[src/rtl/core/tcce_pkg.sv]
`timescale 1ns / 1ps

package tcce_pkg;

   // operation codes
   localparam logic [2:0] OP_PUT_CHAR  = 3'd0;
   localparam logic [2:0] OP_WRITE_AT  = 3'd1;
   localparam logic [2:0] OP_CLEAR     = 3'd2;
   localparam logic [2:0] OP_INIT      = 3'd3;
   localparam logic [2:0] OP_READ_CELL = 3'd4;

   // character codes handled by put_char
   localparam logic [7:0] CHAR_BACKSPACE = 8'h08;
   localparam logic [7:0] CHAR_TAB       = 8'h09;
   localparam logic [7:0] CHAR_NEWLINE   = 8'h0A;
   localparam logic [7:0] CHAR_RETURN    = 8'h0D;
   localparam logic [7:0] CHAR_PRINTABLE = 8'h20;

   localparam logic [7:0] TAB_STEP = 8'd4;
   localparam logic [7:0] TAB_MASK = ~8'd3;

   localparam logic [15:0] BLANK_CELL = 16'h0020;

   typedef struct packed {
      logic latch;
      logic exec;
      logic capture;
      logic copy;
      logic fill;
      logic rsp_load;
   } cmd_type;

   typedef struct packed {
      logic [2:0] op;
      logic       scroll;
      logic       cnt_last;
      logic       cnt_copy_end;
      logic       rsp_busy;
   } status_type;

endpackage

[src/rtl/core/tcce_ctrl.sv]
`timescale 1ns / 1ps

module tcce_ctrl (
   input  logic                 clock,
   input  logic                 reset,
   input  logic                 req_valid,
   output logic                 req_stall,
   input  tcce_pkg::status_type status,
   output tcce_pkg::cmd_type    cmd
);

   localparam logic [2:0] S_WIPE = 3'd0;
   localparam logic [2:0] S_IDLE = 3'd1;
   localparam logic [2:0] S_EXEC = 3'd2;
   localparam logic [2:0] S_READ = 3'd3;
   localparam logic [2:0] S_COPY = 3'd4;
   localparam logic [2:0] S_FILL = 3'd5;
   localparam logic [2:0] S_RESP = 3'd6;

   logic [2:0] state_ff;
   logic [2:0] state_in;

   always_ff @(posedge clock) begin
      if (reset) begin
         state_ff <= S_WIPE;
      end else begin
         state_ff <= state_in;
      end
   end

   always_comb begin
      state_in  = state_ff;
      cmd       = '0;
      req_stall = 1'b1;
      unique case (state_ff)
         S_WIPE: begin
            cmd.fill = 1'b1;
            if (status.cnt_last) begin
               state_in = S_IDLE;
            end
         end
         S_IDLE: begin
            req_stall = 1'b0;
            if (req_valid) begin
               cmd.latch = 1'b1;
               state_in  = S_EXEC;
            end
         end
         S_EXEC: begin
            cmd.exec = 1'b1;
            unique case (status.op)
               tcce_pkg::OP_PUT_CHAR:  state_in = status.scroll ? S_COPY : S_RESP;
               tcce_pkg::OP_CLEAR:     state_in = S_FILL;
               tcce_pkg::OP_INIT:      state_in = S_FILL;
               tcce_pkg::OP_READ_CELL: state_in = S_READ;
               default:                state_in = S_RESP;
            endcase
         end
         S_READ: begin
            cmd.capture = 1'b1;
            state_in    = S_RESP;
         end
         S_COPY: begin
            cmd.copy = 1'b1;
            if (status.cnt_copy_end) begin
               state_in = S_FILL;
            end
         end
         S_FILL: begin
            cmd.fill = 1'b1;
            if (status.cnt_last) begin
               state_in = S_RESP;
            end
         end
         S_RESP: begin
            if (!status.rsp_busy) begin
               cmd.rsp_load = 1'b1;
               state_in     = S_IDLE;
            end
         end
         default: begin
            state_in = S_IDLE;
         end
      endcase
   end

endmodule

[config.mk]
export PLATFORM = sky130hd
export DESIGN_NAME = tcce_ctrl
export DESIGN_NICKNAME = d
export VERILOG_FILES = /design/src/rtl/core/tcce_pkg.sv /design/src/rtl/core/tcce_ctrl.sv
export SDC_FILE = /design/constraint.sdc
export NUM_CORES = 1
export LEC_CHECK = 0
export BUFFER_PORTS_ARGS = -buffer_cell sky130_fd_sc_hd__buf_2
export CORE_AREA = 2 2 39 41
export DETAILED_ROUTE_END_ITERATION = 12
export DIE_AREA = 0 0 41 43
export PLACE_DENSITY = 0.56
export RECOVER_POWER = 25
export SETUP_SLACK_MARGIN = 0.4
export SYNTH_ARGS = -nofsm -noshare
export SYNTH_HDL_FRONTEND = slang
export SYNTH_SLANG_ARGS = --single-unit
[constraint.sdc]
create_clock -name clock -period 1.4 [get_ports clock]
set_clock_uncertainty 0.05 [all_clocks]
set_input_delay 0 -clock clock [delete_from_list [all_inputs] [get_ports clock]]
set_output_delay 0 -clock clock [all_outputs]
set_load 0.05 [all_outputs]
=== After elaboration in Yosys (flattened, before gate mapping) ===
Cells that the tools add are included.

* Word-level logic and storage cells: 37
* Output and inout bits: 7
* Flip-flop bits (word level): 3
* Bits of input ports: 10

* Reduce and logical (&&, ||, !) cells: 5
* Equal/unequal tests: 14
* Multiplexer cells: 17

{| class="wikitable"
|+ Operators with widths
! kind !! count
|-
| case mux 3 bit (7 select lines) || 1
|-
| 2-to-1 mux 3 bit || 5
|-
| == test 3 x 2 -> 1 bit, second input constant || 4
|-
| == test 3 bit, second input constant || 4
|-
| inequality test 2 bit, second input constant || 5
|-
| 2-to-1 mux 1 bit || 9
|-
| case mux 3 bit (3 select lines) || 1
|-
| zero test 3 bit || 2
|-
| AND reduction 5 bit || 1
|-
| OR reduction 2 bit || 2
|-
| == test 3 x 1 -> 1 bit, second input constant || 1
|-
| 2-to-1 mux 2 bit || 1
|}

=== Longest topological paths before layout ===
* Depth in word-level cells: 4
* Depth in mapped cells: 4
* Gate-level depth less buffers: 3

=== Worst setup path after synthesis ===
OpenSTA, ideal clock, no wires.

* Kind: register to output
* Start point: register state_ff[1]
* End point: output port cmd[4] (netlist bit)
* Setup slack: -0.391 ns
* Path buffers: 1
* Cell stages (with the launch flop): 3
* Arrival time: 1.741 ns
* Cells stage by stage: dfxtp_1 -> buf_2 -> nor3b_1

{| class="wikitable"
|+ RTL lines
! what !! line !! RTL
|-
| start: declaration || tcce_ctrl.sv:20 || <nowiki>logic [2:0] state_ff;</nowiki>
|-
| start signal: assignment || tcce_ctrl.sv:27 || <nowiki>state_ff <= state_in;</nowiki>
|-
| end: declaration || tcce_ctrl.sv:9 || <nowiki>output tcce_pkg::cmd_type cmd</nowiki>
|}

==> impl_results.md <==
- Status: complete, no violations
- Hold Startpoint: status[0]
- Worst path slowest cell: dfxtp_4
- Crit-path max cell delay: 380 ps
- Clk pin slew, worst setup/hold paths: 40 ps
- Number of remaining DRC errors: 0
- Final #Nets: 84
- Crit. End Element: output port
- Setup TNS: 0 ps
- Pin count of the biggest net entering global routing: 10
- Fin crit period: 1260 ps
- P_leak: 0.314 nW
- Post-synthesis sequential area ratio: 18.8%
- Slew Viols, Final: 0
- DRT Wirelength: 1120 um
- Cell Area, Synth: 319 sq um
- Largest Register: state_ff
- FP Rows: 14
- Post-synth EDFFs: 0
- Slew @ Worst Pin: 315 ps
- TritonCTS clock tree: built
- Yosys top cell area share: 18.8%
- Top Ports: 17
- Vias in the first global route: 423
- Crit path arrival time: 1210 ps
- Dpl ws: 146 ps
- Layout cells sized above 1: 69.9%
- Drt pass-1 iters: 2
- Max_slew headroom: 78.8%
- Vias per Instance: 4.99
- Inserted Diodes: 0
- Post-synth ARST share: 0%
- Tot GR Track Use: 14.6%
- WP data required: 1350 ps
- Die outline area: 0.00176 sq mm
- Initial antenna violation count: 0
- Fin crit share: 89.8%
- Fin. Hold Viols: 0
- CTS Buffer Depth: 2
- CTS root buf: clkbuf_4
- Hold Crit Class: primary input to flop
- Worst hold stages: 3
- Yosys Warn Count: 0
- Worst reg2reg path depth: 3
- Crit path kind: flop to output port
- Port Buf Inserts: 16
- Main synth FF type: dfxtp_1
- Largest register FFs: 3
- Synthesized area per cell: 7.25 sq um
- Crit-path cells: nor2b_4 -> nor3_4 -> clkbuf_2
- Initial drt markers: 5
- Netlist cell types: 24
- Die Ht: 43 um
- Area Overhead vs Synth: 128%
- Synth area leader: dfxtp_1
- Die W: 41 um
- Final ANT Viol Nets: 0
- Reg-to-Reg Start: state_ff[0]
- First-pass GRT wire length: 1730 um
- Endpoints failing setup: 0
- RD Place Congestion: 0.712
- Registers with the most flip-flops: state_ff (3)
- Power per cell area: 1170 mW/mm^2
- Detailed Place HPWL: 650 um
- Worst Hold End: state_ff[2]
- Worst-Skew Late Latency: 230 ps
- FF+latch count, synth: 3
- # H-tree levels: 1
- Setup ws final: 142 ps
- CORE AREA: 0.00138 sq mm
- Clock Sinks: 3
- Max-cap violation count: 0
- Total CTS buffers: 3
- Most frequent cells in the layout: buf_2, buf_4, buf_8, buf_6
- Initial Utilization: 23.1%
- Largest cells by area after synthesis: dfxtp_1, nor2b_1, nand2b_1, a311oi_1, nor3_1
- RSZ-0062 raised after global routing: yes
- Post-Syn Instances: 44
- Flop2flop setup slack: 210 ps
- Grt ovf: 0
- CP max FO: 9
- Max VDD drop: 705 uV
- Worst Setup Start Kind: flop
- Max Clk Rate: 795 MHz
- Capture point of the worst reg-to-reg path: state_ff[2]
- Routed len/inst: 12.6 um
- Vias: 444
- Post-Syn Nets: 54
-- cell type report --
| type | count | area (sq um) |
|---|---|---|
| timing repair buffer | 28 | 233 |
| sequential | 3 | 71.3 |
| fill | 131 | 656 |
| clock buffer | 4 | 26.3 |
| multi-input combinational | 35 | 367 |
| inverter | 3 | 11.3 |
| tap | 16 | 20.0 |
-- how the worst max path moves through the flow --
stage / start / endpoint / slack (ps) / cells past startpoint
2_1_floorplan: state_ff[0] / cmd[5] / 240 / 4
3_3_place_gp: state_ff[0] / state_ff[2] / 180 / 3
3_5_place_dp: state_ff[0] / state_ff[2] / 150 / 3
4_1_cts: state_ff[0] / state_ff[2] / 190 / 3
5_1_grt: state_ff[0] / cmd[1] / 90 / 4
6_report: state_ff[2] / cmd[1] / 140 / 3
-- Yosys cell counts, types with 2 or more instances --
master / n
nand2_1: 2
and2_1: 2
inv_1: 3
nor2_1: 4
a311oi_1: 2
dfxtp_1: 3
nor2b_1: 6
o21ai_0: 2
nor3_1: 3
nand2b_1: 3
-- metal layers --
metal / GRT usage (%) / routed length (um) / vias up
met2: 25.0 / 638 / 11
met1: 15.4 / 438 / 217
met5: 0 / 0 / -
met4: 4.00 / 0 / 0
met3: 6.28 / 44 / 0
li1: - / - / 216
-- metrics by stage --
stage	instances	cell area (sq um)	hold WS (ps)	power, mW	util [%]
final	89	728	20.4	0.849	52.6
after global routing	89	728	32.6	0.902	52.6
after CTS	89	707	12.5	0.841	51.1
after detailed placement	75	495	154	0.521	35.8
after global placement	75	495	157	0.518	35.8
after floorplan	44	413	18.3	0.461	-
-- power breakdown --
part           internal [mW]  switching (mW)
registers              0.108          0.0359
logic                  0.259           0.292
clock network          0.107          0.0477
total                  0.473           0.375
-- worst max-delay path: cells and delay by family, from the launching register on --
| kind | cells | cell delay, ps |
|---|---|---|
| buf+inv | 1 | 290 |
| simple gates | 2 | 300 |
| flops | 1 | 380 |
-- repair_timing --
action	CTS	global route
hold buffers	1	0
cloned	0	0
setup endpoints to repair	10	10
pin swaps	6	4
setup buffers	9	0
resized for setup	29	6
endpoints found under the hold margin	1	0
-- cell families after synthesis --
kind of cell    after synthesis  synth area share (%)
simple gates                 24                  44.3
flops                         3                  18.8
compound gates               10                  23.9
mux                           1                  3.14
buf+inv                       6                  9.80
Note: power is estimated with default switching activity, not from simulation.
